--- src/dbs_pkg.sv ---
`timescale 1ns / 1ps
`default_nettype none
// ---------------------------------------------------------------------------
// dbs_pkg: shared types and constants of the dead band scaler
// Configuration register indexes, mode codes, the configuration bundle and
// the payload records that travel down the divider pipeline.
// ---------------------------------------------------------------------------
package dbs_pkg;

	// Configuration register indexes.
	localparam logic [2:0] REG_INPUT_MODE      = 3'd0;
	localparam logic [2:0] REG_DEAD_BAND_WIDTH = 3'd1;
	localparam logic [2:0] REG_IN_LOW          = 3'd2;
	localparam logic [2:0] REG_IN_MIDDLE       = 3'd3;
	localparam logic [2:0] REG_IN_HIGH         = 3'd4;
	localparam logic [2:0] REG_OUT_LOW         = 3'd5;
	localparam logic [2:0] REG_OUT_HIGH        = 3'd6;

	// Divider layout: a 32-bit magnitude quotient, four bits per stage.
	localparam int DIV_BITS       = 32;
	localparam int DIV_PER_STAGE  = 4;
	localparam int DIV_STAGES     = DIV_BITS / DIV_PER_STAGE;
	localparam int DVS_BITS       = 17;

	// Input modes; the last code behaves like the first.
	typedef enum logic [1:0] {
		MODE_IGNORED  = 2'd0,
		MODE_NORMAL   = 2'd1,
		MODE_MID_REST = 2'd2,
		MODE_IGNORED2 = 2'd3
	} mode_t;

	// Configuration registers as seen by the datapath.
	typedef struct packed {
		mode_t              mode;
		logic [14:0]        dead_band_width;
		logic signed [15:0] in_low;
		logic signed [15:0] in_middle;
		logic signed [15:0] in_high;
		logic signed [15:0] out_low;
		logic [14:0]        out_high;
	} cfg_t;

	// Long division working set: partial remainder, dividend bits that
	// shift out at the top while quotient bits shift in at the bottom,
	// and the divisor magnitude.
	typedef struct packed {
		logic [DVS_BITS-1:0] rem;
		logic [DIV_BITS-1:0] dd;
		logic [DVS_BITS-1:0] dvs;
	} div_t;

	// Side information that rides along with each transaction.
	typedef struct packed {
		logic               neg;
		logic               zero;
		logic               fault;
		logic               band;
		logic signed [15:0] lo;
		logic signed [15:0] hi;
	} side_t;

	// One restoring division step.
	function automatic div_t div_step(div_t d);
		logic [DVS_BITS:0] shifted;
		logic [DVS_BITS:0] diff;
		div_t              r;
		shifted = {d.rem, d.dd[DIV_BITS-1]};
		diff    = shifted - {1'b0, d.dvs};
		r       = d;
		if (shifted >= {1'b0, d.dvs}) begin
			r.rem = diff[DVS_BITS-1:0];
			r.dd  = {d.dd[DIV_BITS-2:0], 1'b1};
		end else begin
			r.rem = shifted[DVS_BITS-1:0];
			r.dd  = {d.dd[DIV_BITS-2:0], 1'b0};
		end
		return r;
	endfunction

endpackage
`default_nettype wire

--- src/dbs_front.sv ---
`timescale 1ns / 1ps
`default_nettype none
// ---------------------------------------------------------------------------
// dbs_front: branch selection, multiply and sign split
// Stage 1 picks the mapping branch and forms offset and span, stage 2
// multiplies the offset by the output range, stage 3 splits both operands
// into sign and magnitude for the divider.
// ---------------------------------------------------------------------------
module dbs_front (
	input  wire                 clk,
	input  wire                 arst_n,
	input  wire                 in_valid,
	output logic                in_ready,
	input  wire signed [15:0]   sample,
	input  wire dbs_pkg::cfg_t  cfg,
	output logic                out_valid,
	input  wire                 out_ready,
	output dbs_pkg::div_t       out_div,
	output dbs_pkg::side_t      out_side
);

	logic signed [17:0] u18;
	logic signed [17:0] mid18;
	logic signed [17:0] db18;
	logic signed [17:0] hi_edge;
	logic signed [17:0] lo_edge;
	logic signed [17:0] xa;
	logic signed [17:0] span;
	logic signed [16:0] mult;
	logic               zero;
	dbs_pkg::side_t     side;

	logic               valid_s1, valid_s2, valid_s3;
	logic               ready_s1, ready_s2, ready_s3;
	logic signed [17:0] xa_s1, span_s1, span_s2;
	logic signed [16:0] mult_s1;
	logic signed [34:0] prod_s2;
	logic signed [34:0] prod_neg;
	logic signed [17:0] span_neg;
	dbs_pkg::side_t     side_s1, side_s2, side_s3;
	dbs_pkg::side_t     side_sgn;
	dbs_pkg::div_t      div_s3;

	// Stage handshake: a stage takes new data when empty or draining.
	assign ready_s3 = !valid_s3 || out_ready;
	assign ready_s2 = !valid_s2 || ready_s3;
	assign ready_s1 = !valid_s1 || ready_s2;
	assign in_ready = ready_s1;

	// Branch selection: offset from the band edge, span and output range.
	always_comb begin
		u18     = 18'(sample);
		mid18   = 18'(cfg.in_middle);
		db18    = {3'b000, cfg.dead_band_width};
		hi_edge = mid18 + db18;
		lo_edge = mid18 - db18;
		xa      = '0;
		span    = '0;
		mult    = '0;
		zero    = 1'b1;
		side    = '0;
		case (cfg.mode)
			dbs_pkg::MODE_NORMAL: begin
				zero    = 1'b0;
				xa      = u18 - 18'(cfg.in_low);
				span    = 18'(cfg.in_high) - 18'(cfg.in_low);
				mult    = {2'b00, cfg.out_high};
				side.hi = {1'b0, cfg.out_high};
			end
			dbs_pkg::MODE_MID_REST: begin
				if (u18 > lo_edge && u18 < hi_edge) begin
					side.band = 1'b1;
				end else if (u18 > mid18) begin
					zero    = 1'b0;
					xa      = u18 - hi_edge;
					span    = 18'(cfg.in_high) - hi_edge;
					mult    = {2'b00, cfg.out_high};
					side.hi = {1'b0, cfg.out_high};
				end else begin
					zero    = 1'b0;
					xa      = u18 - lo_edge;
					span    = 18'(cfg.in_low) - lo_edge;
					mult    = 17'(cfg.out_low);
					side.lo = cfg.out_low;
				end
			end
			default: begin
			end
		endcase
		side.fault = !zero && (span == '0);
		side.zero  = zero || side.fault;
	end

	// Stage 1 register.
	always_ff @(posedge clk or negedge arst_n) begin
		if (!arst_n) begin
			valid_s1 <= 1'b0;
		end else if (ready_s1) begin
			valid_s1 <= in_valid;
		end
	end

	always_ff @(posedge clk) begin
		if (in_valid && ready_s1) begin
			xa_s1   <= xa;
			span_s1 <= span;
			mult_s1 <= mult;
			side_s1 <= side;
		end
	end

	// Stage 2: offset times output range.
	always_ff @(posedge clk or negedge arst_n) begin
		if (!arst_n) begin
			valid_s2 <= 1'b0;
		end else if (ready_s2) begin
			valid_s2 <= valid_s1;
		end
	end

	always_ff @(posedge clk) begin
		if (valid_s1 && ready_s2) begin
			prod_s2 <= xa_s1 * mult_s1;
			span_s2 <= span_s1;
			side_s2 <= side_s1;
		end
	end

	// Stage 3: sign and magnitude of numerator and span.
	assign prod_neg = -prod_s2;
	assign span_neg = -span_s2;

	// The quotient sign joins the side information.
	always_comb begin
		side_sgn     = side_s2;
		side_sgn.neg = prod_s2[34] ^ span_s2[17];
	end

	always_ff @(posedge clk or negedge arst_n) begin
		if (!arst_n) begin
			valid_s3 <= 1'b0;
		end else if (ready_s3) begin
			valid_s3 <= valid_s2;
		end
	end

	always_ff @(posedge clk) begin
		if (valid_s2 && ready_s3) begin
			div_s3.rem   <= '0;
			div_s3.dd    <= prod_s2[34] ? prod_neg[31:0] : prod_s2[31:0];
			div_s3.dvs   <= span_s2[17] ? span_neg[16:0] : span_s2[16:0];
			side_s3      <= side_sgn;
		end
	end

	assign out_valid = valid_s3;
	assign out_div   = div_s3;
	assign out_side  = side_s3;

endmodule
`default_nettype wire

--- src/dbs_div_stage.sv ---
`timescale 1ns / 1ps
`default_nettype none
// ---------------------------------------------------------------------------
// dbs_div_stage: one slice of the unsigned divider
// Resolves four quotient bits per transaction with restoring steps and
// registers the result together with its side information.
// ---------------------------------------------------------------------------
module dbs_div_stage (
	input  wire                  clk,
	input  wire                  arst_n,
	input  wire                  in_valid,
	output logic                 in_ready,
	input  wire dbs_pkg::div_t   in_div,
	input  wire dbs_pkg::side_t  in_side,
	output logic                 out_valid,
	input  wire                  out_ready,
	output dbs_pkg::div_t        out_div,
	output dbs_pkg::side_t       out_side
);

	dbs_pkg::div_t  stepped;
	logic           valid_s1;
	dbs_pkg::div_t  div_s1;
	dbs_pkg::side_t side_s1;

	assign in_ready = !valid_s1 || out_ready;

	// Four chained restoring steps on a 17-bit remainder.
	always_comb begin
		stepped = in_div;
		for (int i = 0; i < dbs_pkg::DIV_PER_STAGE; i++) begin
			stepped = dbs_pkg::div_step(stepped);
		end
	end

	always_ff @(posedge clk or negedge arst_n) begin
		if (!arst_n) begin
			valid_s1 <= 1'b0;
		end else if (in_ready) begin
			valid_s1 <= in_valid;
		end
	end

	always_ff @(posedge clk) begin
		if (in_valid && in_ready) begin
			div_s1  <= stepped;
			side_s1 <= in_side;
		end
	end

	assign out_valid = valid_s1;
	assign out_div   = div_s1;
	assign out_side  = side_s1;

endmodule
`default_nettype wire

--- src/dbs_back.sv ---
`timescale 1ns / 1ps
`default_nettype none
// ---------------------------------------------------------------------------
// dbs_back: sign restore, clamp and output register
// Applies the quotient sign, clamps to the branch limits, forces zero for
// ignored modes, the dead band and a zero span, and holds the result.
// ---------------------------------------------------------------------------
module dbs_back (
	input  wire                 clk,
	input  wire                 arst_n,
	input  wire                 in_valid,
	output logic                in_ready,
	input  wire dbs_pkg::div_t  in_div,
	input  wire dbs_pkg::side_t in_side,
	output logic                out_valid,
	input  wire                 out_ready,
	output logic signed [15:0]  command,
	output logic                in_dead_band,
	output logic                divide_fault
);

	logic signed [32:0] mag;
	logic signed [32:0] val;
	logic signed [32:0] lo33;
	logic signed [32:0] hi33;
	logic signed [15:0] clamped;

	logic               valid_s1;
	logic signed [15:0] cmd_s1;
	logic               band_s1;
	logic               fault_s1;

	assign in_ready = !valid_s1 || out_ready;

	// Truncating quotient sign, then clamp with the low limit checked first.
	always_comb begin
		mag  = $signed({1'b0, in_div.dd});
		val  = in_side.neg ? -mag : mag;
		lo33 = 33'(in_side.lo);
		hi33 = 33'(in_side.hi);
		if (in_side.zero) begin
			clamped = '0;
		end else if (val < lo33) begin
			clamped = in_side.lo;
		end else if (val > hi33) begin
			clamped = in_side.hi;
		end else begin
			clamped = val[15:0];
		end
	end

	always_ff @(posedge clk or negedge arst_n) begin
		if (!arst_n) begin
			valid_s1 <= 1'b0;
		end else if (in_ready) begin
			valid_s1 <= in_valid;
		end
	end

	always_ff @(posedge clk) begin
		if (in_valid && in_ready) begin
			cmd_s1   <= clamped;
			band_s1  <= in_side.band;
			fault_s1 <= in_side.fault;
		end
	end

	assign out_valid    = valid_s1;
	assign command      = cmd_s1;
	assign in_dead_band = band_s1;
	assign divide_fault = fault_s1;

endmodule
`default_nettype wire

--- src/deadband_scaler.sv ---
`timescale 1ns / 1ps
`default_nettype none
// ---------------------------------------------------------------------------
// deadband_scaler: dead band, linear map and clamp of a raw sample
// Turns one signed sample into a scaled, clamped command under the mode
// and limits held in the configuration registers.
// ---------------------------------------------------------------------------
//  channel  | handshake            | payload
//  ---------+----------------------+------------------------------------------
//  input    | in_valid / in_ready  | sample
//  output   | out_valid / out_ready| command, in_dead_band, divide_fault
//  config   | cfg_we               | cfg_index, cfg_data
//
//  One transaction per clock unless the output stalls; the stages are branch select,
//  multiply, sign split, eight divider slices of four quotient bits each, and clamp.
//  The divider depth sets the latency of the whole pipeline.
//  Reset clears all valid bits and loads the default register values.
//  A stalled output holds; each stage refills as soon as it empties, so
//  bubbles collapse and nothing is dropped or repeated.
// ---------------------------------------------------------------------------
module deadband_scaler (
	input  wire                clk,
	input  wire                arst_n,
	input  wire                in_valid,
	output logic               in_ready,
	input  wire signed [15:0]  sample,
	output logic               out_valid,
	input  wire                out_ready,
	output logic signed [15:0] command,
	output logic               in_dead_band,
	output logic               divide_fault,
	input  wire                cfg_we,
	input  wire [2:0]          cfg_index,
	input  wire [15:0]         cfg_data
);

	localparam int NS = dbs_pkg::DIV_STAGES;

	dbs_pkg::cfg_t  cfg_q;
	logic [NS:0]    chain_valid;
	logic [NS:0]    chain_ready;
	dbs_pkg::div_t  chain_div  [NS+1];
	dbs_pkg::side_t chain_side [NS+1];

	// Configuration registers.
	always_ff @(posedge clk or negedge arst_n) begin
		if (!arst_n) begin
			cfg_q.mode            <= dbs_pkg::MODE_IGNORED;
			cfg_q.dead_band_width <= 15'd0;
			cfg_q.in_low          <= 16'sd0;
			cfg_q.in_middle       <= 16'sd2048;
			cfg_q.in_high         <= 16'sd4095;
			cfg_q.out_low         <= -16'sd1000;
			cfg_q.out_high        <= 15'd1000;
		end else if (cfg_we) begin
			case (cfg_index)
				dbs_pkg::REG_INPUT_MODE:      cfg_q.mode <= dbs_pkg::mode_t'(cfg_data[1:0]);
				dbs_pkg::REG_DEAD_BAND_WIDTH: cfg_q.dead_band_width <= cfg_data[14:0];
				dbs_pkg::REG_IN_LOW:          cfg_q.in_low <= cfg_data;
				dbs_pkg::REG_IN_MIDDLE:       cfg_q.in_middle <= cfg_data;
				dbs_pkg::REG_IN_HIGH:         cfg_q.in_high <= cfg_data;
				dbs_pkg::REG_OUT_LOW:         cfg_q.out_low <= cfg_data;
				dbs_pkg::REG_OUT_HIGH:        cfg_q.out_high <= cfg_data[14:0];
				default: begin
				end
			endcase
		end
	end

	// Branch select, multiply and sign split.
	dbs_front u_front (
		.clk       (clk),
		.arst_n    (arst_n),
		.in_valid  (in_valid),
		.in_ready  (in_ready),
		.sample    (sample),
		.cfg       (cfg_q),
		.out_valid (chain_valid[0]),
		.out_ready (chain_ready[0]),
		.out_div   (chain_div[0]),
		.out_side  (chain_side[0])
	);

	// Divider slices.
	for (genvar g = 0; g < NS; g++) begin : g_div
		dbs_div_stage u_stage (
			.clk       (clk),
			.arst_n    (arst_n),
			.in_valid  (chain_valid[g]),
			.in_ready  (chain_ready[g]),
			.in_div    (chain_div[g]),
			.in_side   (chain_side[g]),
			.out_valid (chain_valid[g+1]),
			.out_ready (chain_ready[g+1]),
			.out_div   (chain_div[g+1]),
			.out_side  (chain_side[g+1])
		);
	end

	// Sign restore, clamp and output register.
	dbs_back u_back (
		.clk          (clk),
		.arst_n       (arst_n),
		.in_valid     (chain_valid[NS]),
		.in_ready     (chain_ready[NS]),
		.in_div       (chain_div[NS]),
		.in_side      (chain_side[NS]),
		.out_valid    (out_valid),
		.out_ready    (out_ready),
		.command      (command),
		.in_dead_band (in_dead_band),
		.divide_fault (divide_fault)
	);

endmodule
`default_nettype wire

--- config.mk ---
export PLATFORM = sky130hd
export DESIGN_NAME = deadband_scaler
export DESIGN_NICKNAME = d
export VERILOG_FILES = /design/src/dbs_pkg.sv /design/src/dbs_front.sv /design/src/dbs_div_stage.sv /design/src/dbs_back.sv /design/src/deadband_scaler.sv
export SDC_FILE = /design/constraint.sdc
export NUM_CORES = 2
export LEC_CHECK = 0
export BUFFER_PORTS_ARGS = -buffer_cell sky130_fd_sc_hd__buf_2
export CAP_MARGIN = 20
export CORE_ASPECT_RATIO = 1.2
export CORE_MARGIN = 10
export CORE_UTILIZATION = 60
export CTS_CLUSTER_DIAMETER = 100
export DETAILED_ROUTE_END_ITERATION = 10
export HOLD_SLACK_MARGIN = 0.02
export PLACE_DENSITY = 0.76
export REMOVE_ABC_BUFFERS = 1
export SETUP_SLACK_MARGIN = 0.15
export SYNTH_ARGS = -nofsm -noshare
export SYNTH_HDL_FRONTEND = slang
export SYNTH_SLANG_ARGS = --single-unit
--- constraint.sdc ---
create_clock -name clk -period 15.3 [get_ports clk]
set_input_delay 0.765 -clock clk [delete_from_list [all_inputs] [get_ports clk]]
set_output_delay 0.765 -clock clk [all_outputs]
set_load 0.02 [all_outputs]
==> impl_metrics.csv <==
group,metric,value,unit
outcome,outcome,"finished, final reports clean",
critical_path,critPathMaxStageDelay,780,ps
timing,setup_viol,0,
global_routing,grt_pass1_wl,360000,um
detailed_routing,drt-vias-per-instance,6.17,
synth,synthFlopType,"edfxtp_1",
clock_tree,clk-insertion-delay-late,760,ps
synth,synth_area,0.0868,mm2
job,maxCapViolations,0,
floorplan,die_w,367,um
floorplan,num_rows,152,
detailed_routing,first_pass_iters,6,
clock_tree,cts_tree,"yes",
critical_path,path_class,"reg -> reg",
timing,maxSlewViolCount,0,
detailed_routing,ant_nets,0,
timing,worst_pin_slew,1060,ps
global_routing,antenna_found_initial,4,
finish,area.growth.synth_to_final,7.49,%
timing,skew,51.0,ps
timing,maxClockFrequency,73.7,MHz
timing,min_period_over_period,0.887,
detailed_routing,drc,0,
placed_design,hpwl,181000,um
clock_tree,cts_buffers,112,
clock_tree,root_buffer,"clkbuf_16",
synth,ys_seq_area_frac,0.394,
timing,hold_violations,0,
clock_tree,clkTransAtPathRegs,60,ps
synth,yosysWarningCount,0,
detailed_routing,routedWlPerCell,22.5,um
clock_tree,cts_buffer_depth,3,
floorplan,die_h,437,um
timing,setup_tns,0,ps
timing,maxSlewHeadroom,0.272,
global_routing,grt_pass1_vias,64714,
global_routing,grt_overflow,0,
critical_path,worst_setup_path_start_kind,"flop",
critical_path,cp_max_fo,29,
floorplan,core_area,0.143,mm2
critical_path,critPathSlowestCell,"a211oi_2",
synth,synthArstFlopShare,0.0935,
critical_path,worstPathRequired,15780,ps
critical_path,worst_ep_arrival_time,14050,ps
detailed_routing,drtIter0Drc,4778,
placed_design,place_congestion,0.999,
detailed_routing,vias,63797,
clock_tree,ctsHoldBuffers,0,
timing,rsz0062_at_grt,"false",
synth,yosysUniqueCellTypes,100,
synth,synthCells,8266,
clock_tree,post_cts_buffers,0,
synth,synth_edf_count,1047,
floorplan,boundaryPins,60,
global_routing,grt_use_total,0.285,
min_path,hp-class,"in -> async",
critical_path,worstSetupEndpointType,"flop",
synth,postSynthAreaPerCell,10.5,um2
placed_design,io_buffers,59,
synth,ys_seq_elements,1155,
clock_tree,clock_sinks,1155,
floorplan,die_area,0.160,mm2
clock_tree,htree_levels,3,
global_routing,grt_max_degree,74,
clock_tree,cts.repair.resized,0,
timing,period_minus_slack,13560,ps
finish,drive_gt1_frac,0.0794,
floorplan,initial_core_util,0.605,
finish,nets,9525,
detailed_routing,routed_wl,233000,um
## cell families (layout without fill, tap and decap cells)
group,count (synthesis),in the layout,share of synthesized area
muxes,319,319,0.0404
AOI/OAI and AO/OA,1960,1960,0.147
buffers and inverters,980,1129,0.0428
and+or+nand+nor,2095,2095,0.118
adders and majority gates,1163,1163,0.198
DFF,1155,1155,0.394
other,0,5,0
xor gates and xnor gates,594,594,0.0600
## through the flow
step	setup slack (ps)	util	hold WS, ps	instances	cell area (um2)
detailed placement	1890	0.623	405	10130	89400
global route	802	0.650	146	10341	93300
global placement	2100	0.623	400	10130	89400
floorplan	3810	-	400	8086	86100
finish	1740	0.650	114	10345	93300
CTS	1810	0.650	98.2	10337	93200
## layout by cell type (no fill, tap or decap), types with 216 or more instances in the layout
| cell type | Yosys | layout |
|---|---|---|
| edfxtp_1 | 1047 | 1047 |
| nor2_1 | 449 | 447 |
| a21o_1 | 216 | 216 |
| o21ai_0 | 466 | 466 |
| xnor2_1 | 439 | 439 |
| fa_1 | 350 | 350 |
| nand2_1 | 642 | 642 |
| mux2_2 | 232 | 232 |
| a21oi_1 | 528 | 528 |
| ha_1 | 813 | 813 |
| inv_1 | 790 | 790 |
## layer usage
metal | global-route usage | share of wire | vias to the layer above
met4 | 0.198 | 0.080 | 0
met1 | 0.310 | 0.36 | 31042
li1 | - | - | 29969
met2 | 0.515 | 0.51 | 2053
met3 | 0.0327 | 0.047 | 733
met5 | 0 | 0 | -
## worst max-delay path, delay by kind of cell, from the launching register on
family / cells / cell delay (ps)
AND/OR/NAND/NOR: 9 / 2670
buffers and inverters: 4 / 980
adder cells (fa/ha/maj): 4 / 1710
flip-flops: 1 / 560
AO/OA/AOI/OAI: 23 / 6580
multiplexers: 2 / 740
## final timing paths
| check | depth (start not counted) | endpoint | startpoint | slack, ps |
|---|---|---|---|---|
| max | 42 | g_div[2].u_stage.out_div[50] | g_div[1].u_stage.out_div[1] | 1740 |
| min | 1 | cfg_q[60] | arst_n | 110 |
| max reg2reg | 42 | g_div[2].u_stage.out_div[50] | g_div[1].u_stage.out_div[1] | 1740 |
| min reg2reg | 0 | g_div[6].u_stage.out_side[19] | g_div[5].u_stage.out_side[19] | 400 |
| max in group asynchronous | 2 | g_div[7].u_stage.out_valid | arst_n | 13900 |
| min in group clk | 2 | u_front.valid_s1 | in_valid | 230 |
## registers in the layout, indices dropped and copies added (netlist names), 18 cells and up
name                    flops
cfg_q                      96
u_front.out_side           35
u_front.side_s2            34
u_front.span_s1            18
u_front.out_div            49
u_front.xa_s1              18
u_front.span_s2            18
g_div.u_stage.out_div     494
u_front.prod_s2            33
u_front.side_s1            34
g_div.u_stage.out_side    280
## cell usage after synthesis (all sizes together) (23+ instances only)
cell | number | area [um2]
inv | 798 | 3000
a221o | 35 | 350
o22ai | 23 | 144
o31a | 24 | 210
mux2i | 84 | 853
a31oi | 54 | 344
a21oi | 528 | 2640
a211oi | 56 | 468
dfstp | 27 | 709
fa | 350 | 7010
clkbuf | 144 | 541
and2 | 205 | 1280
o21a | 107 | 803
o221ai | 25 | 219
mux2 | 235 | 2650
nor2 | 449 | 1690
nand2 | 643 | 2420
buf | 36 | 173
xnor2 | 439 | 3840
nor2b | 102 | 638
o21ai | 471 | 2360
o211ai | 39 | 298
a21o | 216 | 1620
nand4 | 86 | 538
and3 | 52 | 325
nand2b | 114 | 713
dfrtp | 81 | 2030
a211o | 23 | 201
or2 | 29 | 181
o21bai | 61 | 458
o31ai | 62 | 465
nor4 | 34 | 225
nand3 | 114 | 571
xor2 | 155 | 1360
nor3 | 122 | 616
a21boi | 26 | 195
edfxtp | 1047 | 31400
ha | 813 | 10200
or3 | 60 | 375
## final cells by class
class,instances,area (um2)
Fill cell,11312,50100
Timing Repair Buffer,122,806
Sequential cell,1155,34200
Tap cell,1925,2410
Clock buffer,127,2900
Antenna cell,5,12.5
Inverter,800,3000
Multi-Input combinational cell,6131,49000
Clock inverter,80,950
Power is left out: the tool's default activity adds up to more than one toggle a clock period on the data nets, which glitch-free logic cannot reach.
